<file path="src/hdl/rrnp_pkg.sv">
// package for the reversed radix numeral parser
// shared widths, character constants, class codes and the queue item type
// no dependencies
package rrnp_pkg;

  localparam int DEF_VALUE_WIDTH = 32;
  localparam int CHAR_W          = 8;
  localparam int RADIX_W         = 5;
  localparam int DIG_W           = 5;
  localparam int QDEPTH          = 4;
  localparam int QPTR_W          = $clog2(QDEPTH);
  localparam int QCNT_W          = $clog2(QDEPTH + 1);

  localparam logic [RADIX_W-1:0] RADIX_RST = 5'd20;
  localparam logic [DIG_W-1:0]   LETTER_BASE = 5'd10;

  localparam logic [CHAR_W-1:0] CH_NUL   = 8'h00;
  localparam logic [CHAR_W-1:0] CH_LF    = 8'h0a;
  localparam logic [CHAR_W-1:0] CH_ZERO  = 8'h30;
  localparam logic [CHAR_W-1:0] CH_NINE  = 8'h39;
  localparam logic [CHAR_W-1:0] CH_UP_A  = 8'h41;
  localparam logic [CHAR_W-1:0] CH_UP_J  = 8'h4a;
  localparam logic [CHAR_W-1:0] CH_LO_A  = 8'h61;
  localparam logic [CHAR_W-1:0] CH_LO_J  = 8'h6a;

  // character classes
  localparam logic [1:0] CLS_DIGIT   = 2'd0;
  localparam logic [1:0] CLS_NEWLINE = 2'd1;
  localparam logic [1:0] CLS_NUL     = 2'd2;
  localparam logic [1:0] CLS_BAD     = 2'd3;

  // result kinds
  localparam logic KIND_VALUE = 1'b0;
  localparam logic KIND_ERROR = 1'b1;

  typedef struct packed {
    logic [1:0]        cls;
    logic [DIG_W-1:0]  digit;
    logic [CHAR_W-1:0] char_code;
  } item_t;

endpackage

</file>
<file path="src/hdl/rrnp_ifs.sv">
// channel interfaces of the reversed radix numeral parser
// character input, result output and radix configuration write
// depends on rrnp_pkg
interface rrnp_in_if;
  logic                         valid;
  logic                         ready;
  logic [rrnp_pkg::CHAR_W-1:0]  char_code;
  modport source (output valid, output char_code, input ready);
  modport sink   (input valid, input char_code, output ready);
endinterface

interface rrnp_out_if #(
  parameter int VALUE_WIDTH = rrnp_pkg::DEF_VALUE_WIDTH
);
  logic                         valid;
  logic                         ready;
  logic                         result_kind;
  logic [VALUE_WIDTH-1:0]       value;
  logic [rrnp_pkg::CHAR_W-1:0]  bad_char;
  logic                         last;
  modport source (output valid, output result_kind, output value, output bad_char,
                  output last, input ready);
  modport sink   (input valid, input result_kind, input value, input bad_char,
                  input last, output ready);
endinterface

interface rrnp_cfg_if;
  logic                         valid;
  logic                         ready;
  logic [rrnp_pkg::RADIX_W-1:0] radix;
  modport source (output valid, output radix, input ready);
  modport sink   (input valid, input radix, output ready);
endinterface

</file>
<file path="src/hdl/rrnp_front.sv">
// front end: radix register, character handshake and classification
// pushes one classified item per accepted beat into the queue
// depends on rrnp_pkg and rrnp_ifs
module rrnp_front (
  input  logic                          clk,
  input  logic                          rst_n,
  rrnp_in_if.sink                       in_chan,
  rrnp_cfg_if.sink                      cfg_chan,
  input  logic                          q_ready,
  output logic                          q_push,
  output rrnp_pkg::item_t               q_item,
  output logic [rrnp_pkg::RADIX_W-1:0]  radix
);

  logic [rrnp_pkg::RADIX_W-1:0] radix_r;
  logic [rrnp_pkg::CHAR_W-1:0]  ch;
  logic [rrnp_pkg::CHAR_W-1:0]  dig_full;
  logic                         is_digit;

  always_ff @(posedge clk) begin
    if (!rst_n) begin
      radix_r <= rrnp_pkg::RADIX_RST;
    end else if (cfg_chan.valid) begin
      radix_r <= cfg_chan.radix;
    end
  end

  assign cfg_chan.ready = 1'b1;
  assign radix          = radix_r;

  assign ch = in_chan.char_code;

  always_comb begin
    is_digit = 1'b1;
    if (ch >= rrnp_pkg::CH_ZERO && ch <= rrnp_pkg::CH_NINE) begin
      dig_full = ch - rrnp_pkg::CH_ZERO;
    end else if (ch >= rrnp_pkg::CH_LO_A && ch <= rrnp_pkg::CH_LO_J) begin
      dig_full = ch - rrnp_pkg::CH_LO_A + {3'b000, rrnp_pkg::LETTER_BASE};
    end else if (ch >= rrnp_pkg::CH_UP_A && ch <= rrnp_pkg::CH_UP_J) begin
      dig_full = ch - rrnp_pkg::CH_UP_A + {3'b000, rrnp_pkg::LETTER_BASE};
    end else begin
      dig_full = '0;
      is_digit = 1'b0;
    end
  end

  always_comb begin
    q_item.digit     = dig_full[rrnp_pkg::DIG_W-1:0];
    q_item.char_code = ch;
    // a digit at or above the radix is rejected like any other character
    if (is_digit && (dig_full[rrnp_pkg::DIG_W-1:0] < radix_r)) begin
      q_item.cls = rrnp_pkg::CLS_DIGIT;
    end else if (ch == rrnp_pkg::CH_LF) begin
      q_item.cls = rrnp_pkg::CLS_NEWLINE;
    end else if (ch == rrnp_pkg::CH_NUL) begin
      q_item.cls = rrnp_pkg::CLS_NUL;
    end else begin
      q_item.cls = rrnp_pkg::CLS_BAD;
    end
  end

  assign in_chan.ready = q_ready;
  assign q_push        = in_chan.valid && q_ready;

endmodule

</file>
<file path="src/hdl/rrnp_queue.sv">
// short queue of classified items between front and back
// register array with read and write pointers and a fill count
// depends on rrnp_pkg
module rrnp_queue (
  input  logic             clk,
  input  logic             rst_n,
  input  logic             push,
  input  rrnp_pkg::item_t  push_item,
  output logic             push_ready,
  input  logic             pop,
  output logic             head_valid,
  output rrnp_pkg::item_t  head_item
);

  rrnp_pkg::item_t               mem_r [rrnp_pkg::QDEPTH];
  logic [rrnp_pkg::QPTR_W-1:0]   wr_ptr_r, wr_ptr_nxt;
  logic [rrnp_pkg::QPTR_W-1:0]   rd_ptr_r, rd_ptr_nxt;
  logic [rrnp_pkg::QCNT_W-1:0]   count_r, count_nxt;
  logic                          do_pop;

  assign push_ready = (count_r != rrnp_pkg::QCNT_W'(rrnp_pkg::QDEPTH));
  assign head_valid = (count_r != '0);
  assign head_item  = mem_r[rd_ptr_r];
  assign do_pop     = pop && head_valid;

  always_comb begin
    wr_ptr_nxt = push ? wr_ptr_r + 1'b1 : wr_ptr_r;
    rd_ptr_nxt = do_pop ? rd_ptr_r + 1'b1 : rd_ptr_r;
    count_nxt  = count_r;
    if (push && !do_pop) begin
      count_nxt = count_r + 1'b1;
    end else if (do_pop && !push) begin
      count_nxt = count_r - 1'b1;
    end
  end

  always_ff @(posedge clk) begin
    if (!rst_n) begin
      wr_ptr_r <= '0;
      rd_ptr_r <= '0;
      count_r  <= '0;
    end else begin
      wr_ptr_r <= wr_ptr_nxt;
      rd_ptr_r <= rd_ptr_nxt;
      count_r  <= count_nxt;
    end
  end

  always_ff @(posedge clk) begin
    if (push) begin
      mem_r[wr_ptr_r] <= push_item;
    end
  end

endmodule

</file>
<file path="src/hdl/rrnp_back.sv">
// back end: accumulator and place value update, result output register
// nul takes two output beats, every other item at most one
// depends on rrnp_pkg and rrnp_ifs
module rrnp_back #(
  parameter int VALUE_WIDTH = rrnp_pkg::DEF_VALUE_WIDTH
) (
  input  logic                          clk,
  input  logic                          rst_n,
  input  logic [rrnp_pkg::RADIX_W-1:0]  radix,
  input  logic                          head_valid,
  input  rrnp_pkg::item_t               head_item,
  output logic                          pop,
  rrnp_out_if.source                    out_chan
);

  localparam int PROD_W = VALUE_WIDTH + rrnp_pkg::DIG_W;

  logic [VALUE_WIDTH-1:0]      acc_r, acc_nxt;
  logic [VALUE_WIDTH-1:0]      pv_r, pv_nxt;
  logic                        nul_r, nul_nxt;
  logic                        out_valid_r, out_valid_nxt;
  logic                        kind_r, kind_nxt;
  logic [VALUE_WIDTH-1:0]      value_r, value_nxt;
  logic [rrnp_pkg::CHAR_W-1:0] bad_r, bad_nxt;
  logic                        last_r, last_nxt;
  logic                        load;
  logic                        can_load;
  logic [PROD_W-1:0]           prod_d;
  logic [PROD_W-1:0]           prod_rdx;

  assign can_load = !out_valid_r || out_chan.ready;

  assign prod_d = {{rrnp_pkg::DIG_W{1'b0}}, pv_r} * {{VALUE_WIDTH{1'b0}}, head_item.digit};
  assign prod_rdx = {{rrnp_pkg::DIG_W{1'b0}}, pv_r} * {{VALUE_WIDTH{1'b0}}, radix};

  always_comb begin
    acc_nxt   = acc_r;
    pv_nxt    = pv_r;
    nul_nxt   = nul_r;
    pop       = 1'b0;
    load      = 1'b0;
    kind_nxt  = kind_r;
    value_nxt = value_r;
    bad_nxt   = bad_r;
    last_nxt  = last_r;
    if (head_valid) begin
      case (head_item.cls)
        rrnp_pkg::CLS_DIGIT: begin
          pop     = 1'b1;
          acc_nxt = acc_r + prod_d[VALUE_WIDTH-1:0];
          pv_nxt  = prod_rdx[VALUE_WIDTH-1:0];
        end
        rrnp_pkg::CLS_NEWLINE: begin
          if (can_load) begin
            pop       = 1'b1;
            load      = 1'b1;
            kind_nxt  = rrnp_pkg::KIND_VALUE;
            value_nxt = acc_r;
            bad_nxt   = '0;
            last_nxt  = 1'b1;
            acc_nxt   = '0;
            pv_nxt    = VALUE_WIDTH'(1);
          end
        end
        rrnp_pkg::CLS_NUL: begin
          if (can_load) begin
            load = 1'b1;
            if (!nul_r) begin
              // error beat first, item stays at the head
              kind_nxt  = rrnp_pkg::KIND_ERROR;
              value_nxt = '0;
              bad_nxt   = '0;
              last_nxt  = 1'b0;
              nul_nxt   = 1'b1;
            end else begin
              pop       = 1'b1;
              kind_nxt  = rrnp_pkg::KIND_VALUE;
              value_nxt = acc_r;
              bad_nxt   = '0;
              last_nxt  = 1'b1;
              nul_nxt   = 1'b0;
              acc_nxt   = '0;
              pv_nxt    = VALUE_WIDTH'(1);
            end
          end
        end
        rrnp_pkg::CLS_BAD: begin
          if (can_load) begin
            pop       = 1'b1;
            load      = 1'b1;
            kind_nxt  = rrnp_pkg::KIND_ERROR;
            value_nxt = '0;
            bad_nxt   = head_item.char_code;
            last_nxt  = 1'b1;
          end
        end
        default: begin
          pop = 1'b1;
        end
      endcase
    end
    out_valid_nxt = load || (out_valid_r && !out_chan.ready);
  end

  always_ff @(posedge clk) begin
    if (!rst_n) begin
      acc_r       <= '0;
      pv_r        <= VALUE_WIDTH'(1);
      nul_r       <= 1'b0;
      out_valid_r <= 1'b0;
    end else begin
      acc_r       <= acc_nxt;
      pv_r        <= pv_nxt;
      nul_r       <= nul_nxt;
      out_valid_r <= out_valid_nxt;
    end
  end

  always_ff @(posedge clk) begin
    kind_r  <= kind_nxt;
    value_r <= value_nxt;
    bad_r   <= bad_nxt;
    last_r  <= last_nxt;
  end

  assign out_chan.valid       = out_valid_r;
  assign out_chan.result_kind = kind_r;
  assign out_chan.value       = value_r;
  assign out_chan.bad_char    = bad_r;
  assign out_chan.last        = last_r;

endmodule

</file>
<file path="src/hdl/reversed_radix_numeral_parser.sv">
// a character accepted at the input is written into the queue, and its result is then
// loaded into the result output register; throughput is one character per cycle while
// the queue is not full, and nul holds the back end for two output beats;
// the four-entry queue lets the input keep going while the output stalls
// reset (rst_n low, synchronous): radix 20, accumulator 0, place value 1,
// queue empty, no result pending
module reversed_radix_numeral_parser #(
  parameter int VALUE_WIDTH = rrnp_pkg::DEF_VALUE_WIDTH
) (
  input  logic        clk,
  input  logic        rst_n,
  rrnp_in_if.sink     in_chan,
  rrnp_cfg_if.sink    cfg_chan,
  rrnp_out_if.source  out_chan
);

  logic                          q_ready;
  logic                          q_push;
  rrnp_pkg::item_t               q_item;
  logic                          head_valid;
  rrnp_pkg::item_t               head_item;
  logic                          pop;
  logic [rrnp_pkg::RADIX_W-1:0]  radix;

  rrnp_front u_front (
    .clk      (clk),
    .rst_n    (rst_n),
    .in_chan  (in_chan),
    .cfg_chan (cfg_chan),
    .q_ready  (q_ready),
    .q_push   (q_push),
    .q_item   (q_item),
    .radix    (radix)
  );

  rrnp_queue u_queue (
    .clk        (clk),
    .rst_n      (rst_n),
    .push       (q_push),
    .push_item  (q_item),
    .push_ready (q_ready),
    .pop        (pop),
    .head_valid (head_valid),
    .head_item  (head_item)
  );

  rrnp_back #(
    .VALUE_WIDTH (VALUE_WIDTH)
  ) u_back (
    .clk        (clk),
    .rst_n      (rst_n),
    .radix      (radix),
    .head_valid (head_valid),
    .head_item  (head_item),
    .pop        (pop),
    .out_chan   (out_chan)
  );

endmodule

</file>
<file path="src/flat_wrapper.sv">
// flat-port wrapper written by rule: the top's interface ports become plain ports
module reversed_radix_numeral_parser_flat 
#(
  parameter int VALUE_WIDTH = rrnp_pkg::DEF_VALUE_WIDTH
)
  (clk, rst_n, in_chan_valid, in_chan_char_code, in_chan_ready, cfg_chan_valid, cfg_chan_radix, cfg_chan_ready, out_chan_valid, out_chan_result_kind, out_chan_value, out_chan_bad_char, out_chan_last, out_chan_ready);
  rrnp_in_if in_chan_i ();
  rrnp_cfg_if cfg_chan_i ();
  rrnp_out_if #(.VALUE_WIDTH(VALUE_WIDTH)) out_chan_i ();
  input  logic clk;
  input  logic rst_n;
  input wire logic [$bits(in_chan_i.valid)-1:0] in_chan_valid;
  input wire logic [$bits(in_chan_i.char_code)-1:0] in_chan_char_code;
  output wire logic [$bits(in_chan_i.ready)-1:0] in_chan_ready;
  input wire logic [$bits(cfg_chan_i.valid)-1:0] cfg_chan_valid;
  input wire logic [$bits(cfg_chan_i.radix)-1:0] cfg_chan_radix;
  output wire logic [$bits(cfg_chan_i.ready)-1:0] cfg_chan_ready;
  output wire logic [$bits(out_chan_i.valid)-1:0] out_chan_valid;
  output wire logic [$bits(out_chan_i.result_kind)-1:0] out_chan_result_kind;
  output wire logic [$bits(out_chan_i.value)-1:0] out_chan_value;
  output wire logic [$bits(out_chan_i.bad_char)-1:0] out_chan_bad_char;
  output wire logic [$bits(out_chan_i.last)-1:0] out_chan_last;
  input wire logic [$bits(out_chan_i.ready)-1:0] out_chan_ready;
  assign in_chan_i.valid = in_chan_valid;
  assign in_chan_i.char_code = in_chan_char_code;
  assign in_chan_ready = in_chan_i.ready;
  assign cfg_chan_i.valid = cfg_chan_valid;
  assign cfg_chan_i.radix = cfg_chan_radix;
  assign cfg_chan_ready = cfg_chan_i.ready;
  assign out_chan_valid = out_chan_i.valid;
  assign out_chan_result_kind = out_chan_i.result_kind;
  assign out_chan_value = out_chan_i.value;
  assign out_chan_bad_char = out_chan_i.bad_char;
  assign out_chan_last = out_chan_i.last;
  assign out_chan_i.ready = out_chan_ready;
  reversed_radix_numeral_parser #(.VALUE_WIDTH(VALUE_WIDTH)) u_core (.clk(clk), .rst_n(rst_n), .in_chan(in_chan_i), .cfg_chan(cfg_chan_i), .out_chan(out_chan_i));
endmodule
</file>
<file path="config.mk">
export PLATFORM = sky130hd
export DESIGN_NAME = reversed_radix_numeral_parser_flat
export DESIGN_NICKNAME = d
export VERILOG_FILES = /design/src/hdl/rrnp_pkg.sv /design/src/hdl/rrnp_ifs.sv /design/src/hdl/rrnp_front.sv /design/src/hdl/rrnp_queue.sv /design/src/hdl/rrnp_back.sv /design/src/hdl/reversed_radix_numeral_parser.sv /design/src/flat_wrapper.sv
export SDC_FILE = /design/constraint.sdc
export NUM_CORES = 1
export LEC_CHECK = 0
export BUFFER_PORTS_ARGS = -buffer_cell sky130_fd_sc_hd__buf_2
export CAP_MARGIN = 25
export CORE_ASPECT_RATIO = 0.5
export CORE_MARGIN = 5
export CORE_UTILIZATION = 38
export CTS_CLUSTER_SIZE = 30
export DETAILED_ROUTE_END_ITERATION = 12
export SYNTH_ARGS = -nofsm -noshare
export SYNTH_HDL_FRONTEND = slang
export SYNTH_HIERARCHICAL = 1
export SYNTH_SLANG_ARGS = --single-unit
</file>
<file path="constraint.sdc">
create_clock -name clk -period 5.84 [get_ports clk]
set_clock_uncertainty 0.15 [all_clocks]
set_input_delay 0.292 -clock clk [delete_from_list [all_inputs] [get_ports clk]]
set_output_delay 0.292 -clock clk [all_outputs]
set_load 0.05 [all_outputs]
</file>
==> results.txt <==
Worst R2R Setup Slack - 0.33 ns
Distinct cell type count after synthesis - 76
Post-synth ARST share - 0%
Cell area power density - 270 nW/um^2
Num Clock Sinks - 182
Most common cell after layout, fill and taps aside - and2_1
Syn-to-layout area delta - 10.1%
Initial antenna violation count - 1
Die Span X - 309 um
R2r endpoint - u_core/u_back/acc_r[30]$_SDFFE_PN0P_
Min cycle time layout - 5.51 ns
Avg Vias per Cell - 5.02
Setup TNS - 0 ns
Final #Nets - 2053
Dpl hpwl - 28100 um
Slew Limit Fails - 0
Initial Util - 38.7%
Hold slack - 0.0539 ns
Fin crit share - 94.4%
Clk_lat worst skew - 0.46 ns
Worst-Margin Slew - 0.867 ns
Clock Tree Root - clkbuf_16
DP Cell Count - 2305
Avg WL per Cell - 16.1 um
Max Cap Violations - 0
Mapped Cells - 1720
#FFs+latches synth - 182
EDFF count, synth - 102
1st-pass router iterations - 5
CTS tree - yes
Drt first-iter violations - 602
Synth warnings - 6
Setup bufs post-CTS - 0
CTS max path bufs - 2
Pin count of the biggest net entering global routing - 37
Highest net fanout along the worst path - 14
Final worst slack - 0.328 ns
Synthesized Nets - 2022
Remaining Overflow, GRT - 0
DRC Markers - 0
Multi-input gate area - 11100 um^2
Setup violations, final - 0
Final ANT Viol Nets - 0
Sequential element share of the synthesized area - 27.4%
Final Util - 42.6%
Fin cells - 2353
Row count - 54
Die ar. - 49300 um^2
Buffers on Ports - 61
Primary FF master, synth - edfxtp_1
Critical path class - reg2reg
CP Launch Type - flop
Hold path depth - 1
GP Congestion - 0.859
RSZ-0062 raised after global routing - false
Cell Area, Synth - 17000 um^2
Status - finished, final reports clean
Max Clock Freq - 181 MHz
Number of global-route vias before repair - 12000
Clock Pin Slew Worst Setup and Hold Paths - 0.08 ns
Total track usage - 15.5%
Worst min path class - in2reg
Worst endpoint data arrival time - 5.71 ns
Min-delay src - in_chan_char_code[3]
Hold Path Sink - u_core/u_queue/mem_r[2][3]$_DFFE_PP_
Mean Syn Cell Area - 9.88 um^2
TritonCTS buffer count - 17
Vias - 11800
Register Area - 4670 um^2
Crit end category - flop
Share of cells above drive strength 1 - 8.84%
First-pass GRT wire length - 62600 um
Leakage - 8.33 nW
Hold Vio Cnt, Final - 0
Most frequent cells in the layout - and2_1, inv_1, fa_1, nand2_1, edfxtp_1
# fillers - 4274
Boundary Pins - 63
WL final - 37800 um
CP required - 6.04 ns
Pre-CTS WS - 0.0963 ns
H-tree levels - 4
Slew margin rel. - 42.0%
CORE AREA - 43900 um^2
Die height - 160 um
R2R depth - 18
IR drop worst, VDD - 290 uV
[worst max-delay path by stage]
stage / start / endpoint / slack, ns / cells after the start
finish: flop / u_core/u_back/acc_r[30]$_SDFFE_PN0P_ / 0.33 / 18
global route: flop / u_core/u_back/acc_r[25]$_SDFFE_PN0P_ / 0.07 / 18
CTS: flop / u_core/u_back/acc_r[25]$_SDFFE_PN0P_ / 0.09 / 17
detailed placement: flop / u_core/u_back/acc_r[25]$_SDFFE_PN0P_ / 0.1 / 17
global placement: flop / u_core/u_back/acc_r[25]$_SDFFE_PN0P_ / 0.15 / 17
floorplan: flop / u_core/u_back/acc_r[31]$_SDFFE_PN0P_ / 0.59 / 19
[critical path: stages, from the launching register on]
cell and delay [ns]:
dfxtp_2 0.39, buf_8 0.22, mux4_2 0.68, and2_1 0.23, fa_1 0.49, fa_1 0.56, inv_1 0.05, fa_1 0.47
inv_1 0.04, ha_1 0.34, and4_1 0.25, and3_1 0.19, a221o_1 0.31, a41oi_2 0.27, o2111ai_1 0.18, nand2_1 0.15
o21ai_1 0.10, xor2_1 0.14, a22o_1 0.19
[through the flow]
| stage | area, um^2 | total power, mW |
|---|---|---|
| after detailed placement | 17900 | 3.85 |
| after global placement | 17900 | 3.80 |
| after global routing | 18700 | 5.36 |
| final | 18700 | 5.05 |
| after CTS | 18700 | 5.09 |
| after floorplan | 17000 | 3.29 |
[report_power, final]
group,internal (mW),total (mW),switching (mW)
Sequential,1.65,1.77,0.119
Clock,0.582,1.21,0.626
Combinational,0.615,2.07,1.46
[registers in the layout (all words and copies together), names as in the netlist, named ones only]
| register | flops |
|---|---|
| u_core/u_queue/mem_r | 60 |
| u_core/u_back/out_chan.last | 1 |
| u_core/u_queue/count_r | 3 |
| u_core/u_front/radix | 5 |
| u_core/u_back/out_chan.bad_char | 8 |
| u_core/u_back/out_chan.valid | 1 |
| u_core/u_back/pv_r | 32 |
| u_core/u_back/nul_r | 1 |
| u_core/u_back/out_chan.result_kind | 1 |
| u_core/u_back/acc_r | 32 |
| u_core/u_queue/rd_ptr_r | 2 |
| u_core/u_queue/wr_ptr_r | 2 |
| u_core/u_back/out_chan.value | 32 |
[layer usage]
layer,wire (um),track usage (%),vias up
li1,-,-,5643
met1,17600,20.7,5993
met2,18500,26.8,141
met3,1170,2.59,42
met4,544,3.17,2
met5,11,0,-
[logic make-up (layout without fill, tap and decap cells)]
logic type               after synthesis  count (layout)  synth area share [%]
multiplexers                          22              24                  2.52
AO/OA/AOI/OAI                        257             257                  10.4
XOR/XNOR                              69              69                  3.56
buffers and inverters                333             375                  7.79
flip-flops                           182             182                  27.4
adder cells (fa/ha/maj)              284             284                  29.6
AND/OR/NAND/NOR                      572             572                  18.7
other                                  1               2                0.0221
[synth_stat cells, drive strengths merged, types with 3 or more instances]
cell type	count	share of area, %
o211a	3	0.18
nand2	139	3.1
a32oi	4	0.21
mux4	15	2.1
ha	87	6.4
a41oi	3	0.20
nand4	7	0.26
and3	4	0.15
edfxtp	102	18
inv	234	5.2
dfxtp	80	9.4
a221oi	3	0.15
o21a	9	0.40
a31oi	4	0.15
o211ai	10	0.44
a21boi	6	0.26
nor4b	3	0.15
mux2i	6	0.35
nand2b	8	0.29
nor2	34	0.75
nor4	4	0.18
o21ai	51	1.5
nand3	7	0.21
or2	3	0.11
a21oi	66	1.9
xor2	30	1.5
a2111oi	6	0.53
nor3	11	0.32
a211o	6	0.31
xnor2	39	2.0
fa	197	23
or3	8	0.29
a22o	7	0.36
o21bai	9	0.40
a22oi	18	0.79
nor2b	52	1.9
clkbuf	84	1.9
a21o	25	1.1
and2	274	10
a211oi	11	0.49
buf	15	0.71
nor3b	9	0.40
[cell type report]
class,count,share of cell area [%]
clock buffers,18,2.29
diodes,1,0.0134
flip-flops and latches,182,24.9
multi-input cells,1207,59.2
repair buffers,109,3.94
inverters,234,4.69
clock inverters,14,0.976
well taps,588,3.93
[what timing repair did]
item | in CTS | in global routing
resized for setup | 0 | 5
endpoints found under the setup margin | 0 | 14
hold buffers | 13 | 0
endpoints found under the hold margin | 29 | 0
(Power assumes the default switching activity.)
